File: src/rtl/tsqa_pkg.sv
// shared types, constants and helpers for the touch sample qualify and average unit
package tsqa_pkg;

   localparam int RAW_W     = 16;
   localparam int RAW_SHIFT = 3;
   localparam int VAL_W     = RAW_W - RAW_SHIFT;
   localparam int SIZE_W    = 16;
   localparam int PROD_W    = 2 * SIZE_W;
   localparam int WIDE_W    = 2 * PROD_W;
   localparam int CNT_W     = 4;

   localparam int ADC_BITS        = 12;
   localparam int ADC_FULL        = 4095;
   localparam int EDGE_MARGIN     = 50;
   localparam int PRESSURE_OFFSET = ADC_FULL + 1;
   localparam int RECIP_SHIFT     = 40;

   localparam logic [VAL_W-1:0] EDGE_LO = VAL_W'(EDGE_MARGIN);
   localparam logic [VAL_W-1:0] EDGE_HI = VAL_W'(ADC_FULL - EDGE_MARGIN);

   localparam int SAMPLES_PER_FRAME = 5;
   localparam int NEED_RAW          = (SAMPLES_PER_FRAME == 1) ? 1 : SAMPLES_PER_FRAME / 2;
   localparam int NEED_KEPT         = (NEED_RAW == 0) ? 1 : NEED_RAW;

   localparam int DIV_STEPS = PROD_W;
   localparam int DIV_CNT_W = $clog2(DIV_STEPS);

   localparam int ADDR_W = 5;
   localparam int DATA_W = 32;
   localparam int IDX_W  = ADDR_W - 2;

   localparam logic [SIZE_W-1:0] RESET_SCREEN_WIDTH  = SIZE_W'(320);
   localparam logic [SIZE_W-1:0] RESET_SCREEN_HEIGHT = SIZE_W'(240);
   localparam logic [SIZE_W-1:0] RESET_THRESHOLD     = SIZE_W'(100);

   typedef enum logic [IDX_W-1:0] {
      REG_SCREEN_WIDTH       = 3'd0,
      REG_SCREEN_HEIGHT      = 3'd1,
      REG_PRESSURE_THRESHOLD = 3'd2,
      REG_USE_TOUCH_PIN      = 3'd3,
      REG_ACTIVE_PIN_LEVEL   = 3'd4
   } reg_index_type;

   typedef enum logic {
      OP_PRESSURE = 1'b0,
      OP_POSITION = 1'b1
   } opcode_type;

   typedef enum logic {
      SEL_AVG_X = 1'b0,
      SEL_AVG_Y = 1'b1
   } div_sel_type;

   typedef struct packed {
      logic [SIZE_W-1:0] screen_width;
      logic [SIZE_W-1:0] screen_height;
      logic [SIZE_W-1:0] pressure_threshold;
      logic              use_touch_pin;
      logic              active_pin_level;
   } cfg_type;

   typedef struct packed {
      logic        ready;
      logic        take;
      logic        div_start;
      logic        div_capture;
      logic        mul;
      logic        scale;
      logic        emit;
      div_sel_type sel;
   } cmd_type;

   typedef struct packed {
      logic frame_ok;
      logic out_free;
      logic div_busy;
      logic div_done;
   } status_type;

   function automatic logic in_margin(input logic [VAL_W-1:0] v);
      return (v >= EDGE_LO) && (v <= EDGE_HI);
   endfunction

   // divide by the full-scale code through a shift-and-add reciprocal, exact below 2^28
   function automatic logic [SIZE_W-1:0] div_adc_full(input logic [PROD_W-1:0] p);
      logic [WIDE_W-1:0] w;
      logic [WIDE_W-1:0] acc;
      w   = WIDE_W'(p);
      acc = (w << (RECIP_SHIFT - ADC_BITS)) + (w << (RECIP_SHIFT - 2 * ADC_BITS))
            + (w << (RECIP_SHIFT - 3 * ADC_BITS)) + w;
      return SIZE_W'(acc >> RECIP_SHIFT);
   endfunction

endpackage

File: src/rtl/tsqa_req_if.sv
// input channel carrying one reading word
interface tsqa_req_if;
   logic                          valid;
   logic                          ready;
   logic                          opcode;
   logic [tsqa_pkg::RAW_W-1:0]    raw_first;
   logic [tsqa_pkg::RAW_W-1:0]    raw_second;
   logic                          pin_level;

   modport source (output valid, opcode, raw_first, raw_second, pin_level, input ready);
   modport sink (input valid, opcode, raw_first, raw_second, pin_level, output ready);
endinterface

File: src/rtl/tsqa_rsp_if.sv
// result channel carrying one touch point word
interface tsqa_rsp_if;
   logic                          valid;
   logic                          ready;
   logic                          touched;
   logic [tsqa_pkg::SIZE_W-1:0]   point_x;
   logic [tsqa_pkg::SIZE_W-1:0]   point_y;
   logic [tsqa_pkg::SIZE_W-1:0]   strength;

   modport source (output valid, touched, point_x, point_y, strength, input ready);
   modport sink (input valid, touched, point_x, point_y, strength, output ready);
endinterface

File: src/rtl/tsqa_csr.sv
// configuration registers behind the apb-style port
module tsqa_csr (
   input  logic                          clock,
   input  logic                          reset,
   input  logic                          psel,
   input  logic                          penable,
   input  logic                          pwrite,
   input  logic [tsqa_pkg::ADDR_W-1:0]   paddr,
   input  logic [tsqa_pkg::DATA_W-1:0]   pwdata,
   output logic [tsqa_pkg::DATA_W-1:0]   prdata,
   output logic                          pready,
   output tsqa_pkg::cfg_type             cfg
);

   logic [tsqa_pkg::SIZE_W-1:0] screen_width_ff;
   logic [tsqa_pkg::SIZE_W-1:0] screen_height_ff;
   logic [tsqa_pkg::SIZE_W-1:0] threshold_ff;
   logic                        use_pin_ff;
   logic                        active_level_ff;
   logic                        wr_en;
   logic [tsqa_pkg::IDX_W-1:0]  idx;

   assign pready = 1'b1;
   assign wr_en  = psel && penable && pwrite;
   assign idx    = paddr[tsqa_pkg::ADDR_W-1:2];

   always_ff @(posedge clock) begin
      if (reset) begin
         screen_width_ff  <= tsqa_pkg::RESET_SCREEN_WIDTH;
         screen_height_ff <= tsqa_pkg::RESET_SCREEN_HEIGHT;
         threshold_ff     <= tsqa_pkg::RESET_THRESHOLD;
         use_pin_ff       <= 1'b0;
         active_level_ff  <= 1'b0;
      end else if (wr_en) begin
         case (idx)
            tsqa_pkg::REG_SCREEN_WIDTH: begin
               screen_width_ff <= pwdata[tsqa_pkg::SIZE_W-1:0];
            end
            tsqa_pkg::REG_SCREEN_HEIGHT: begin
               screen_height_ff <= pwdata[tsqa_pkg::SIZE_W-1:0];
            end
            tsqa_pkg::REG_PRESSURE_THRESHOLD: begin
               threshold_ff <= pwdata[tsqa_pkg::SIZE_W-1:0];
            end
            tsqa_pkg::REG_USE_TOUCH_PIN: begin
               use_pin_ff <= pwdata[0];
            end
            tsqa_pkg::REG_ACTIVE_PIN_LEVEL: begin
               active_level_ff <= pwdata[0];
            end
            default: begin
            end
         endcase
      end
   end

   always_comb begin
      case (idx)
         tsqa_pkg::REG_SCREEN_WIDTH: begin
            prdata = tsqa_pkg::DATA_W'(screen_width_ff);
         end
         tsqa_pkg::REG_SCREEN_HEIGHT: begin
            prdata = tsqa_pkg::DATA_W'(screen_height_ff);
         end
         tsqa_pkg::REG_PRESSURE_THRESHOLD: begin
            prdata = tsqa_pkg::DATA_W'(threshold_ff);
         end
         tsqa_pkg::REG_USE_TOUCH_PIN: begin
            prdata = tsqa_pkg::DATA_W'(use_pin_ff);
         end
         tsqa_pkg::REG_ACTIVE_PIN_LEVEL: begin
            prdata = tsqa_pkg::DATA_W'(active_level_ff);
         end
         default: begin
            prdata = '0;
         end
      endcase
   end

   assign cfg.screen_width       = screen_width_ff;
   assign cfg.screen_height      = screen_height_ff;
   assign cfg.pressure_threshold = threshold_ff;
   assign cfg.use_touch_pin      = use_pin_ff;
   assign cfg.active_pin_level   = active_level_ff;

endmodule

File: src/rtl/tsqa_div.sv
// serial restoring divider, one quotient bit per cycle
module tsqa_div (
   input  logic                          clock,
   input  logic                          reset,
   input  logic                          start,
   input  logic [tsqa_pkg::PROD_W-1:0]   dividend,
   input  logic [tsqa_pkg::SIZE_W-1:0]   divisor,
   output logic                          busy,
   output logic                          done,
   output logic [tsqa_pkg::PROD_W-1:0]   quotient
);

   logic                           busy_ff, busy_in;
   logic                           done_ff, done_in;
   logic [tsqa_pkg::DIV_CNT_W-1:0] cnt_ff, cnt_in;
   logic [tsqa_pkg::SIZE_W-1:0]    rem_ff, rem_in;
   logic [tsqa_pkg::PROD_W-1:0]    quo_ff, quo_in;
   logic [tsqa_pkg::SIZE_W-1:0]    dvs_ff, dvs_in;
   logic [tsqa_pkg::SIZE_W:0]      trial;
   logic [tsqa_pkg::SIZE_W:0]      diff;
   logic                           ge;

   assign trial = {rem_ff, quo_ff[tsqa_pkg::PROD_W-1]};
   assign ge    = trial >= {1'b0, dvs_ff};
   assign diff  = trial - {1'b0, dvs_ff};

   always_comb begin
      busy_in = busy_ff;
      done_in = 1'b0;
      cnt_in  = cnt_ff;
      rem_in  = rem_ff;
      quo_in  = quo_ff;
      dvs_in  = dvs_ff;
      if (start) begin
         busy_in = 1'b1;
         cnt_in  = '0;
         rem_in  = '0;
         quo_in  = dividend;
         dvs_in  = divisor;
      end else if (busy_ff) begin
         rem_in = ge ? diff[tsqa_pkg::SIZE_W-1:0] : trial[tsqa_pkg::SIZE_W-1:0];
         quo_in = {quo_ff[tsqa_pkg::PROD_W-2:0], ge};
         cnt_in = cnt_ff + 1'b1;
         if (cnt_ff == tsqa_pkg::DIV_CNT_W'(tsqa_pkg::DIV_STEPS - 1)) begin
            busy_in = 1'b0;
            done_in = 1'b1;
         end
      end
   end

   always_ff @(posedge clock) begin
      if (reset) begin
         busy_ff <= 1'b0;
         done_ff <= 1'b0;
         cnt_ff  <= '0;
      end else begin
         busy_ff <= busy_in;
         done_ff <= done_in;
         cnt_ff  <= cnt_in;
      end
   end

   always_ff @(posedge clock) begin
      rem_ff <= rem_in;
      quo_ff <= quo_in;
      dvs_ff <= dvs_in;
   end

   assign busy     = busy_ff;
   assign done     = done_ff;
   assign quotient = quo_ff;

endmodule

File: src/rtl/tsqa_datapath.sv
// frame accumulation, pressure gate, scaling and result register
module tsqa_datapath (
   input  logic                   clock,
   input  logic                   reset,
   input  tsqa_pkg::cfg_type      cfg,
   input  tsqa_pkg::cmd_type      cmd,
   output tsqa_pkg::status_type   status,
   tsqa_req_if.sink               req,
   tsqa_rsp_if.source             rsp
);

   logic [tsqa_pkg::VAL_W-1:0]  a;
   logic [tsqa_pkg::VAL_W-1:0]  b;
   logic [tsqa_pkg::RAW_W-1:0]  z;
   logic                        is_pos;
   logic                        press_fail;
   logic                        keep;
   logic                        last;
   logic [tsqa_pkg::CNT_W-1:0]  kept_next;
   logic [tsqa_pkg::CNT_W-1:0]  seen_next;
   logic                        no_touch;
   logic [tsqa_pkg::SIZE_W-1:0] span_w;
   logic [tsqa_pkg::SIZE_W-1:0] span_h;

   logic                        collecting_ff, collecting_in;
   logic [tsqa_pkg::CNT_W-1:0]  seen_ff, seen_in;
   logic [tsqa_pkg::CNT_W-1:0]  kept_ff, kept_in;
   logic [tsqa_pkg::SIZE_W-1:0] x_sum_ff, x_sum_in;
   logic [tsqa_pkg::SIZE_W-1:0] y_sum_ff, y_sum_in;
   logic [tsqa_pkg::SIZE_W-1:0] pressure_ff, pressure_in;
   logic [tsqa_pkg::SIZE_W-1:0] coord_x_ff, coord_x_in;
   logic [tsqa_pkg::SIZE_W-1:0] coord_y_ff, coord_y_in;
   logic [tsqa_pkg::PROD_W-1:0] prod_x_ff, prod_x_in;
   logic [tsqa_pkg::PROD_W-1:0] prod_y_ff, prod_y_in;

   logic                        rsp_valid_ff, rsp_valid_in;
   logic                        rsp_touched_ff, rsp_touched_in;
   logic [tsqa_pkg::SIZE_W-1:0] rsp_x_ff, rsp_x_in;
   logic [tsqa_pkg::SIZE_W-1:0] rsp_y_ff, rsp_y_in;
   logic [tsqa_pkg::SIZE_W-1:0] rsp_strength_ff, rsp_strength_in;

   logic [tsqa_pkg::PROD_W-1:0] div_dividend;
   logic [tsqa_pkg::SIZE_W-1:0] div_divisor;
   logic                        div_busy;
   logic                        div_done;
   logic [tsqa_pkg::PROD_W-1:0] div_quotient;

   assign a = tsqa_pkg::VAL_W'(req.raw_first >> tsqa_pkg::RAW_SHIFT);
   assign b = tsqa_pkg::VAL_W'(req.raw_second >> tsqa_pkg::RAW_SHIFT);
   assign z = tsqa_pkg::RAW_W'(a) + tsqa_pkg::RAW_W'(tsqa_pkg::PRESSURE_OFFSET)
              - tsqa_pkg::RAW_W'(b);

   assign is_pos     = req.opcode == tsqa_pkg::OP_POSITION;
   assign press_fail = (cfg.use_touch_pin && (req.pin_level != cfg.active_pin_level))
                       || (z < cfg.pressure_threshold);
   assign keep       = tsqa_pkg::in_margin(a) && tsqa_pkg::in_margin(b);
   assign kept_next  = kept_ff + tsqa_pkg::CNT_W'(keep);
   assign seen_next  = seen_ff + 1'b1;
   assign last       = seen_next >= tsqa_pkg::CNT_W'(tsqa_pkg::SAMPLES_PER_FRAME);

   assign no_touch = cmd.take
                     && ((!is_pos && press_fail)
                         || (is_pos && collecting_ff && last
                             && (kept_next < tsqa_pkg::CNT_W'(tsqa_pkg::NEED_KEPT))));

   assign span_w = (cfg.screen_width == '0) ? '0 : cfg.screen_width - 1'b1;
   assign span_h = (cfg.screen_height == '0) ? '0 : cfg.screen_height - 1'b1;

   // frame state
   always_comb begin
      collecting_in = collecting_ff;
      seen_in       = seen_ff;
      kept_in       = kept_ff;
      x_sum_in      = x_sum_ff;
      y_sum_in      = y_sum_ff;
      pressure_in   = pressure_ff;
      if (cmd.take) begin
         if (!is_pos) begin
            collecting_in = !press_fail;
            seen_in       = '0;
            kept_in       = '0;
            x_sum_in      = '0;
            y_sum_in      = '0;
            pressure_in   = z;
         end else if (collecting_ff) begin
            seen_in = seen_next;
            kept_in = kept_next;
            if (keep) begin
               x_sum_in = x_sum_ff + tsqa_pkg::SIZE_W'(a);
               y_sum_in = y_sum_ff + tsqa_pkg::SIZE_W'(b);
            end
            if (last) begin
               collecting_in = 1'b0;
            end
         end
      end
   end

   // divider operands
   always_comb begin
      case (cmd.sel)
         tsqa_pkg::SEL_AVG_X: begin
            div_dividend = tsqa_pkg::PROD_W'(x_sum_ff);
            div_divisor  = tsqa_pkg::SIZE_W'(kept_ff);
         end
         tsqa_pkg::SEL_AVG_Y: begin
            div_dividend = tsqa_pkg::PROD_W'(y_sum_ff);
            div_divisor  = tsqa_pkg::SIZE_W'(kept_ff);
         end
         default: begin
            div_dividend = '0;
            div_divisor  = '0;
         end
      endcase
   end

   tsqa_div u_div (
      .clock    (clock),
      .reset    (reset),
      .start    (cmd.div_start),
      .dividend (div_dividend),
      .divisor  (div_divisor),
      .busy     (div_busy),
      .done     (div_done),
      .quotient (div_quotient)
   );

   // averages, then scaled coordinates, share the coordinate registers
   always_comb begin
      coord_x_in = coord_x_ff;
      coord_y_in = coord_y_ff;
      prod_x_in  = prod_x_ff;
      prod_y_in  = prod_y_ff;
      if (cmd.div_capture) begin
         case (cmd.sel)
            tsqa_pkg::SEL_AVG_X: begin
               coord_x_in = div_quotient[tsqa_pkg::SIZE_W-1:0];
            end
            tsqa_pkg::SEL_AVG_Y: begin
               coord_y_in = div_quotient[tsqa_pkg::SIZE_W-1:0];
            end
            default: begin
            end
         endcase
      end
      if (cmd.scale) begin
         coord_x_in = tsqa_pkg::div_adc_full(prod_x_ff);
         coord_y_in = tsqa_pkg::div_adc_full(prod_y_ff);
      end
      if (cmd.mul) begin
         prod_x_in = tsqa_pkg::PROD_W'(coord_x_ff) * tsqa_pkg::PROD_W'(span_w);
         prod_y_in = tsqa_pkg::PROD_W'(coord_y_ff) * tsqa_pkg::PROD_W'(span_h);
      end
   end

   // result register
   always_comb begin
      rsp_valid_in    = rsp_valid_ff && !rsp.ready;
      rsp_touched_in  = rsp_touched_ff;
      rsp_x_in        = rsp_x_ff;
      rsp_y_in        = rsp_y_ff;
      rsp_strength_in = rsp_strength_ff;
      if (no_touch) begin
         rsp_valid_in    = 1'b1;
         rsp_touched_in  = 1'b0;
         rsp_x_in        = '0;
         rsp_y_in        = '0;
         rsp_strength_in = '0;
      end else if (cmd.emit) begin
         rsp_valid_in    = 1'b1;
         rsp_touched_in  = 1'b1;
         rsp_x_in        = coord_x_ff;
         rsp_y_in        = coord_y_ff;
         rsp_strength_in = pressure_ff;
      end
   end

   always_ff @(posedge clock) begin
      if (reset) begin
         collecting_ff <= 1'b0;
         seen_ff       <= '0;
         kept_ff       <= '0;
         rsp_valid_ff  <= 1'b0;
      end else begin
         collecting_ff <= collecting_in;
         seen_ff       <= seen_in;
         kept_ff       <= kept_in;
         rsp_valid_ff  <= rsp_valid_in;
      end
   end

   always_ff @(posedge clock) begin
      x_sum_ff        <= x_sum_in;
      y_sum_ff        <= y_sum_in;
      pressure_ff     <= pressure_in;
      coord_x_ff      <= coord_x_in;
      coord_y_ff      <= coord_y_in;
      prod_x_ff       <= prod_x_in;
      prod_y_ff       <= prod_y_in;
      rsp_touched_ff  <= rsp_touched_in;
      rsp_x_ff        <= rsp_x_in;
      rsp_y_ff        <= rsp_y_in;
      rsp_strength_ff <= rsp_strength_in;
   end

   assign req.ready = cmd.ready;

   assign rsp.valid    = rsp_valid_ff;
   assign rsp.touched  = rsp_touched_ff;
   assign rsp.point_x  = rsp_x_ff;
   assign rsp.point_y  = rsp_y_ff;
   assign rsp.strength = rsp_strength_ff;

   assign status.frame_ok = is_pos && collecting_ff && last
                            && (kept_next >= tsqa_pkg::CNT_W'(tsqa_pkg::NEED_KEPT));
   assign status.out_free = !rsp_valid_ff || rsp.ready;
   assign status.div_busy = div_busy;
   assign status.div_done = div_done;

endmodule

File: src/rtl/tsqa_ctrl.sv
// controller sequencing the averaging divisions and the scaling
module tsqa_ctrl (
   input  logic                   clock,
   input  logic                   reset,
   input  logic                   req_valid,
   input  tsqa_pkg::status_type   status,
   output tsqa_pkg::cmd_type      cmd
);

   typedef enum logic [5:0] {
      ST_IDLE      = 6'b000001,
      ST_DIV_START = 6'b000010,
      ST_DIV_WAIT  = 6'b000100,
      ST_MUL       = 6'b001000,
      ST_SCALE     = 6'b010000,
      ST_EMIT      = 6'b100000
   } state_type;

   state_type             state_ff, state_in;
   tsqa_pkg::div_sel_type sel_ff, sel_in;

   always_comb begin
      state_in        = state_ff;
      sel_in          = sel_ff;
      cmd.ready       = 1'b0;
      cmd.take        = 1'b0;
      cmd.div_start   = 1'b0;
      cmd.div_capture = 1'b0;
      cmd.mul         = 1'b0;
      cmd.scale       = 1'b0;
      cmd.emit        = 1'b0;
      cmd.sel         = sel_ff;
      case (state_ff)
         ST_IDLE: begin
            cmd.ready = status.out_free;
            cmd.take  = status.out_free && req_valid;
            if (cmd.take && status.frame_ok) begin
               sel_in   = tsqa_pkg::SEL_AVG_X;
               state_in = ST_DIV_START;
            end
         end
         ST_DIV_START: begin
            cmd.div_start = 1'b1;
            state_in      = ST_DIV_WAIT;
         end
         ST_DIV_WAIT: begin
            if (status.div_done) begin
               cmd.div_capture = 1'b1;
               case (sel_ff)
                  tsqa_pkg::SEL_AVG_X: begin
                     sel_in   = tsqa_pkg::SEL_AVG_Y;
                     state_in = ST_DIV_START;
                  end
                  tsqa_pkg::SEL_AVG_Y: begin
                     state_in = ST_MUL;
                  end
                  default: begin
                     state_in = ST_IDLE;
                  end
               endcase
            end
         end
         ST_MUL: begin
            cmd.mul  = 1'b1;
            state_in = ST_SCALE;
         end
         ST_SCALE: begin
            cmd.scale = 1'b1;
            state_in  = ST_EMIT;
         end
         ST_EMIT: begin
            if (status.out_free) begin
               cmd.emit = 1'b1;
               state_in = ST_IDLE;
            end
         end
         default: begin
            state_in = ST_IDLE;
         end
      endcase
   end

   always_ff @(posedge clock) begin
      if (reset) begin
         state_ff <= ST_IDLE;
         sel_ff   <= tsqa_pkg::SEL_AVG_X;
      end else begin
         state_ff <= state_in;
         sel_ff   <= sel_in;
      end
   end

endmodule

File: src/rtl/touch_sample_qualify_average_unit.sv
// top level of the touch sample qualify and average unit
// A pressure word opens a frame and is gated by the touch pin (when enabled) and the
// pressure threshold; a failing gate returns a no-touch word at once. The following
// position words are collected and those inside the edge margin are summed. The
// position word that closes a frame with enough kept samples starts two averaging
// divisions on one serial divider that makes one quotient bit per cycle, then a
// multiply step and a step that scales both axes by a shift-and-add reciprocal of the
// full-scale code; no new word is taken until that result has been emitted. A finished
// result waits in an output register; a new word is taken once that register is
// empty or is being read.
module touch_sample_qualify_average_unit (
   input  logic                          clock,
   input  logic                          reset,
   tsqa_req_if.sink                      req_chan,
   tsqa_rsp_if.source                    rsp_chan,
   input  logic                          psel,
   input  logic                          penable,
   input  logic                          pwrite,
   input  logic [tsqa_pkg::ADDR_W-1:0]   paddr,
   input  logic [tsqa_pkg::DATA_W-1:0]   pwdata,
   output logic [tsqa_pkg::DATA_W-1:0]   prdata,
   output logic                          pready
);

   tsqa_pkg::cfg_type    cfg;
   tsqa_pkg::cmd_type    cmd;
   tsqa_pkg::status_type status;

   tsqa_csr u_csr (
      .clock   (clock),
      .reset   (reset),
      .psel    (psel),
      .penable (penable),
      .pwrite  (pwrite),
      .paddr   (paddr),
      .pwdata  (pwdata),
      .prdata  (prdata),
      .pready  (pready),
      .cfg     (cfg)
   );

   tsqa_ctrl u_ctrl (
      .clock     (clock),
      .reset     (reset),
      .req_valid (req_chan.valid),
      .status    (status),
      .cmd       (cmd)
   );

   tsqa_datapath u_datapath (
      .clock  (clock),
      .reset  (reset),
      .cfg    (cfg),
      .cmd    (cmd),
      .status (status),
      .req    (req_chan),
      .rsp    (rsp_chan)
   );

   a_ready_needs_free_output: assert property (@(posedge clock) disable iff (reset)
      req_chan.ready |-> (!rsp_chan.valid || rsp_chan.ready))
      else $error("input taken while result register stays full");

   a_no_input_during_divide: assert property (@(posedge clock) disable iff (reset)
      status.div_busy |-> !req_chan.ready)
      else $error("input ready while divider busy");

   a_no_touch_is_zero: assert property (@(posedge clock) disable iff (reset)
      (rsp_chan.valid && !rsp_chan.touched) |->
         (rsp_chan.point_x == '0 && rsp_chan.point_y == '0 && rsp_chan.strength == '0))
      else $error("no-touch word carries nonzero fields");

   a_emit_gives_touch: assert property (@(posedge clock) disable iff (reset)
      cmd.emit |=> (rsp_chan.valid && rsp_chan.touched))
      else $error("point emit did not load a touched word");

endmodule
File: src/flat_wrapper.sv
// flat-port wrapper written by rule: the top's interface ports become plain ports
module touch_sample_qualify_average_unit_flat 
  (clock, reset, psel, penable, pwrite, paddr, pwdata, prdata, pready, req_chan_valid, req_chan_opcode, req_chan_raw_first, req_chan_raw_second, req_chan_pin_level, req_chan_ready, rsp_chan_valid, rsp_chan_touched, rsp_chan_point_x, rsp_chan_point_y, rsp_chan_strength, rsp_chan_ready);
  tsqa_req_if req_chan_i ();
  tsqa_rsp_if rsp_chan_i ();
  input  logic clock;
  input  logic reset;
  input  logic psel;
  input  logic penable;
  input  logic pwrite;
  input  logic [tsqa_pkg::ADDR_W-1:0] paddr;
  input  logic [tsqa_pkg::DATA_W-1:0] pwdata;
  output logic [tsqa_pkg::DATA_W-1:0] prdata;
  output logic pready;
  input wire logic [$bits(req_chan_i.valid)-1:0] req_chan_valid;
  input wire logic [$bits(req_chan_i.opcode)-1:0] req_chan_opcode;
  input wire logic [$bits(req_chan_i.raw_first)-1:0] req_chan_raw_first;
  input wire logic [$bits(req_chan_i.raw_second)-1:0] req_chan_raw_second;
  input wire logic [$bits(req_chan_i.pin_level)-1:0] req_chan_pin_level;
  output wire logic [$bits(req_chan_i.ready)-1:0] req_chan_ready;
  output wire logic [$bits(rsp_chan_i.valid)-1:0] rsp_chan_valid;
  output wire logic [$bits(rsp_chan_i.touched)-1:0] rsp_chan_touched;
  output wire logic [$bits(rsp_chan_i.point_x)-1:0] rsp_chan_point_x;
  output wire logic [$bits(rsp_chan_i.point_y)-1:0] rsp_chan_point_y;
  output wire logic [$bits(rsp_chan_i.strength)-1:0] rsp_chan_strength;
  input wire logic [$bits(rsp_chan_i.ready)-1:0] rsp_chan_ready;
  assign req_chan_i.valid = req_chan_valid;
  assign req_chan_i.opcode = req_chan_opcode;
  assign req_chan_i.raw_first = req_chan_raw_first;
  assign req_chan_i.raw_second = req_chan_raw_second;
  assign req_chan_i.pin_level = req_chan_pin_level;
  assign req_chan_ready = req_chan_i.ready;
  assign rsp_chan_valid = rsp_chan_i.valid;
  assign rsp_chan_touched = rsp_chan_i.touched;
  assign rsp_chan_point_x = rsp_chan_i.point_x;
  assign rsp_chan_point_y = rsp_chan_i.point_y;
  assign rsp_chan_strength = rsp_chan_i.strength;
  assign rsp_chan_i.ready = rsp_chan_ready;
  touch_sample_qualify_average_unit u_core (.clock(clock), .reset(reset), .req_chan(req_chan_i), .rsp_chan(rsp_chan_i), .psel(psel), .penable(penable), .pwrite(pwrite), .paddr(paddr), .pwdata(pwdata), .prdata(prdata), .pready(pready));
endmodule
File: config.mk
export PLATFORM = sky130hd
export DESIGN_NAME = touch_sample_qualify_average_unit_flat
export DESIGN_NICKNAME = d
export VERILOG_FILES = /design/src/rtl/tsqa_pkg.sv /design/src/rtl/tsqa_req_if.sv /design/src/rtl/tsqa_rsp_if.sv /design/src/rtl/tsqa_csr.sv /design/src/rtl/tsqa_div.sv /design/src/rtl/tsqa_datapath.sv /design/src/rtl/tsqa_ctrl.sv /design/src/rtl/touch_sample_qualify_average_unit.sv /design/src/flat_wrapper.sv
export SDC_FILE = /design/constraint.sdc
export NUM_CORES = 2
export LEC_CHECK = 0
export ABC_CLOCK_PERIOD_IN_PS = 18600
export BUFFER_PORTS_ARGS = -buffer_cell sky130_fd_sc_hd__buf_2
export CELL_PAD_IN_SITES_DETAIL_PLACEMENT = 1
export CELL_PAD_IN_SITES_GLOBAL_PLACEMENT = 2
export CORE_MARGIN = 2
export CORE_UTILIZATION = 30
export DETAILED_ROUTE_END_ITERATION = 7
export HOLD_SLACK_MARGIN = 0.12
export PLACE_DENSITY = 0.72
export SLEW_MARGIN = 25
export SYNTH_ARGS = -nofsm -noshare
export SYNTH_HDL_FRONTEND = slang
export SYNTH_SLANG_ARGS = --single-unit
File: constraint.sdc
create_clock -name clock -period 18.6 [get_ports clock]
set_clock_uncertainty 0.1 [all_clocks]
set_input_delay 0.93 -clock clock [delete_from_list [all_inputs] [get_ports clock]]
set_output_delay 0.93 -clock clock [all_outputs]
set_load 0.1 [all_outputs]
==> metrics.csv <==
stage,metric,value,unit
status,status,"finished, final reports clean",
logic_synthesis,Post-Synthesis Cell Area,0.03724,mm^2
final_layout,share of cells above drive strength 1,0.06870,
grt,antenna violations before repair,11,
final_layout,layout net count,5144,
final_layout,Antenna Cells,0,
critical_path,reg2reg path depth,24,
logic_synthesis,Synth top area share,0.2365,
logic_synthesis,Synth async-reset ratio,0,
grt,gr usage total,0.1769,
logic_synthesis,Post-Synth Simple-Gate Area,0.1608,
min_path,Hold Startpoint,u_core.u_datapath.rsp.point_y[13]$_SDFFE_PP0P_,
clocking,clock latency on the worst-skew pair,610,ps
timing,Tmin final,8805,ps
clocking,H-tree levels,2,
critical_path,FF-to-FF End,u_core.u_datapath.prod_x_ff[30]$_DFFE_PN_,
critical_path,critical path data arrival time,9040,ps
min_path,WHS Endpoint,u_core.u_datapath.rsp.point_y[13]$_SDFFE_PP0P_,
critical_path,Worst Setup Path Type,reg2reg,
logic_synthesis,YS warnings,0,
critical_path,crit start category,flip-flop,
placed_design,dpl ws,9763,ps
floorplan,die height,356.3,um
clocking,Clock Tree Root,clkbuf_16,
logic_synthesis,synthesized area per cell,9.205,um^2
clocking,CTS tree,yes,
logic_synthesis,largest family of logic cells by synthesized area,adder cells,
routing,DR WL/cell,19.09,um
timing,endpoints failing hold,0,
placed_design,GP Congestion,0.8118,
routing,Residual DRC,0,
timing,total negative slack,0,ps
logic_synthesis,"Seq/Total Area, Yosys",0.2185,
power,pwr dens,67.81,mW/mm^2
logic_synthesis,compound-gate portion of the synthesized area,0.09541,
clocking,Resize count post-CTS,0,
routing,total wire length,110700,um
grt,largest net degree at the start of global routing,75,
routing,vias after detailed routing,28260,
grt,global-route wire length before repair,175800,um
timing,highest clock rate,113.6,MHz
power,leakage power,0.01952,uW
floorplan,FP Rows,129,
final_layout,P&R area growth vs syn,10.90,%
critical_path,FF-to-FF Start,u_core.u_csr.screen_width_ff[8]$_SDFFE_PP1P_,
power,Peak VDD IR,0.0001158,V
critical_path,R2R setup slack,9800,ps
critical_path,worst-path maximum fanout,16,
flow_run,Max Cap Viol,0,
logic_synthesis,Syn Inst Count,4046,
logic_synthesis,"FF+latch count, synth",317,
critical_path,Critical Path End Type,flip-flop,
critical_path,CP required,18830,ps
clocking,hold_buf cts,0,
final_layout,Final Instance Area,0.04130,mm^2
logic_synthesis,distinct cell type count after synthesis,77,
routing,ANT nets after route,0,
logic_synthesis,Post-synth EDFFs,179,
min_path,hold depth,2,
logic_synthesis,ys flop type,edfxtp_1,
floorplan,core area,0.1235,mm^2
clocking,Post-CTS Setup Inserts,0,
timing,final setup fails,0,
timing,Final Max Slew Viols,0,
clocking,CTS Sinks,317,
placed_design,Area after DPL,0.03979,mm^2
routing,TritonRoute pass-1 iters,7,
timing,worst relative slew slack,0.2960,
floorplan,Initial Util,0.3016,
logic_synthesis,mux share of post-synthesis cell area,0.01109,
grt,GR Overflow Total,0,
grt,vias in the first global route,30520,
placed_design,Port Buffers,120,
clocking,"Reg clk slew, reported paths",60,ps
logic_synthesis,largest area contributor in the netlist,fa_1,
routing,vias per cell,4.873,
logic_synthesis,synth top area cells,"fa_1, ha_1, edfxtp_1",
timing,hold_ws,348.5,ps
timing,Worst Max-Slew Pin Slew,1056,ps
floorplan,Die X,356.3,um
clocking,Num CTS Buffers,43,
timing,final worst slack,9795,ps
timing,RSZ-0062 raised after global routing,no,
logic_synthesis,XOR/XNOR share of the synthesized area,0.03433,
min_path,HP Class,reg2reg,
logic_synthesis,post-synthesis adder-cell area fraction,0.4038,
floorplan,Die ar.,0.1270,mm^2
floorplan,Top-Level Pins,162,
routing,initial DRC count,1310,
timing,final worst-path cycle share,0.4734,
placed_design,Post-DP HPWL,87900,um
clocking,Bufs on Longest Clock Path,3,
critical path, stage by stage, from the launching register on:
cell and delay [ps]:
dfxtp_1 420, or4_1 630, or3_1 390, or3_1 390
a31o_2 230, o21ai_2 560, nand2_1 160, fa_1 510
fa_1 550, inv_1 60, fa_1 500, fa_1 520
fa_1 550, inv_1 60, fa_1 520, inv_1 40
ha_1 380, a21o_1 190, a221oi_1 350, o21ai_0 140
a211oi_1 250, o21bai_1 160, a311o_1 430, a221oi_1 360
xnor2_1 90
cell usage in the layout (no fill, tap or decap), types with 17 or more instances in the layout:
cell,netlist,routed
nand4_1,23,23
buf_2,13,120
xnor2_1,98,98
edfxtp_1,179,179
a21o_1,67,67
nor2b_1,23,23
o21a_1,17,17
o21ai_0,120,119
nand2_1,632,632
nand3b_1,18,18
buf_4,19,60
and3_1,18,17
clkbuf_16,0,46
mux2i_1,39,39
xor2_1,48,48
a21oi_1,244,242
a211oi_1,26,26
ha_1,498,498
nor3_1,47,47
nand2b_1,21,20
and2_1,211,211
dfxtp_1,138,138
fa_1,440,440
nand3_1,36,36
inv_1,570,569
nor2_1,196,189
conb_1,2,17
registers in the layout, summed over array words and instances, names as in the netlist, 5 cells and up:
register                          flops
u_core.u_datapath.prod_x_ff          32
u_core.u_datapath.prod_y_ff          32
u_core.u_datapath.u_div.quotient     32
u_core.u_csr.screen_height_ff        16
u_core.u_csr.screen_width_ff         16
u_core.u_csr.threshold_ff            16
u_core.u_datapath.coord_x_ff         16
u_core.u_datapath.coord_y_ff         16
u_core.u_datapath.rsp.point_x        16
u_core.u_datapath.rsp.point_y        16
u_core.u_datapath.u_div.rem_ff       16
u_core.u_datapath.x_sum_ff           16
u_core.u_datapath.y_sum_ff           16
u_core.u_datapath.pressure_ff        15
u_core.u_datapath.rsp.strength       15
u_core.u_ctrl.state_ff                6
u_core.u_datapath.u_div.cnt_ff        5
cell usage after synthesis (16+ instances only):
library cell and count:
xnor2_1 98, and2_1 211, nor2b_1 23, buf_1 16
edfxtp_1 179, nand3b_1 18, nor3_1 47, and3_1 18
ha_1 498, inv_1 570, fa_1 440, a21o_1 67
xor2_1 48, o21a_1 17, nand2b_1 21, buf_4 19
dfxtp_1 138, clkbuf_1 111, a21oi_1 244, nand4_1 23
a211oi_1 26, nand2_1 632, mux2i_1 39, nor2_1 196
nand3_1 36, o21ai_0 120
power by group:
group | total [uW] | switching, uW | internal, uW
clock network | 900 | 361 | 539
logic | 1010 | 601 | 408
registers | 891 | 43.6 | 848
stage by stage:
| step | util | power, uW | instances |
|---|---|---|---|
| floorplan | - | 1666 | 4061 |
| global placement | 0.3220 | 1907 | 5719 |
| detailed placement | 0.3223 | 1928 | 5720 |
| CTS | 0.3345 | 2850 | 5800 |
| global route | 0.3345 | 3010 | 5800 |
| finish | 0.3345 | 2801 | 5800 |
kinds of logic after synthesis:
group                      after synthesis
AOI/OAI and AO/OA                      585
other                                    2
muxes                                   40
adders and majority gates              938
buffers and inverters                  729
xor gates and xnor gates               146
DFF                                    317
and+or+nand+nor                       1289
how the worst max path moves through the flow:
stage	from	end	slack, ps	depth (start not counted)
global route	u_core.u_csr.screen_width_ff[2]$_SDFFE_PP0P_	u_core.u_datapath.prod_x_ff[30]$_DFFE_PN_	9170	24
global placement	u_core.u_csr.screen_width_ff[8]$_SDFFE_PP1P_	u_core.u_datapath.prod_x_ff[30]$_DFFE_PN_	9810	24
floorplan	u_core.u_csr.screen_width_ff[8]$_SDFFE_PP1P_	u_core.u_datapath.prod_x_ff[30]$_DFFE_PN_	10660	25
CTS	u_core.u_csr.screen_width_ff[8]$_SDFFE_PP1P_	u_core.u_datapath.prod_x_ff[30]$_DFFE_PN_	9710	24
detailed placement	u_core.u_csr.screen_width_ff[8]$_SDFFE_PP1P_	u_core.u_datapath.prod_x_ff[30]$_DFFE_PN_	9760	24
finish	u_core.u_csr.screen_width_ff[8]$_SDFFE_PP1P_	u_core.u_datapath.prod_x_ff[30]$_DFFE_PN_	9800	24
per-layer routing:
layer | vias up | track usage | wire [um]
met4 | 12 | 0.04093 | 2558
met5 | - | 0 | 69
met3 | 122 | 0.02731 | 4254
li1 | 13390 | - | -
met2 | 409 | 0.2889 | 50730
met1 | 14340 | 0.2453 | 53100
area by class of cell:
class / instances / area [um^2]
inverters: 570 / 2140
fillers: 14300 / 82170
well taps: 1637 / 2048
repair buffers: 181 / 1079
clock inverters: 30 / 332.8
clock buffers: 50 / 1176
flip-flops and latches: 317 / 8138
multi-input cells: 3015 / 26390
(Power assumes the default switching activity.)
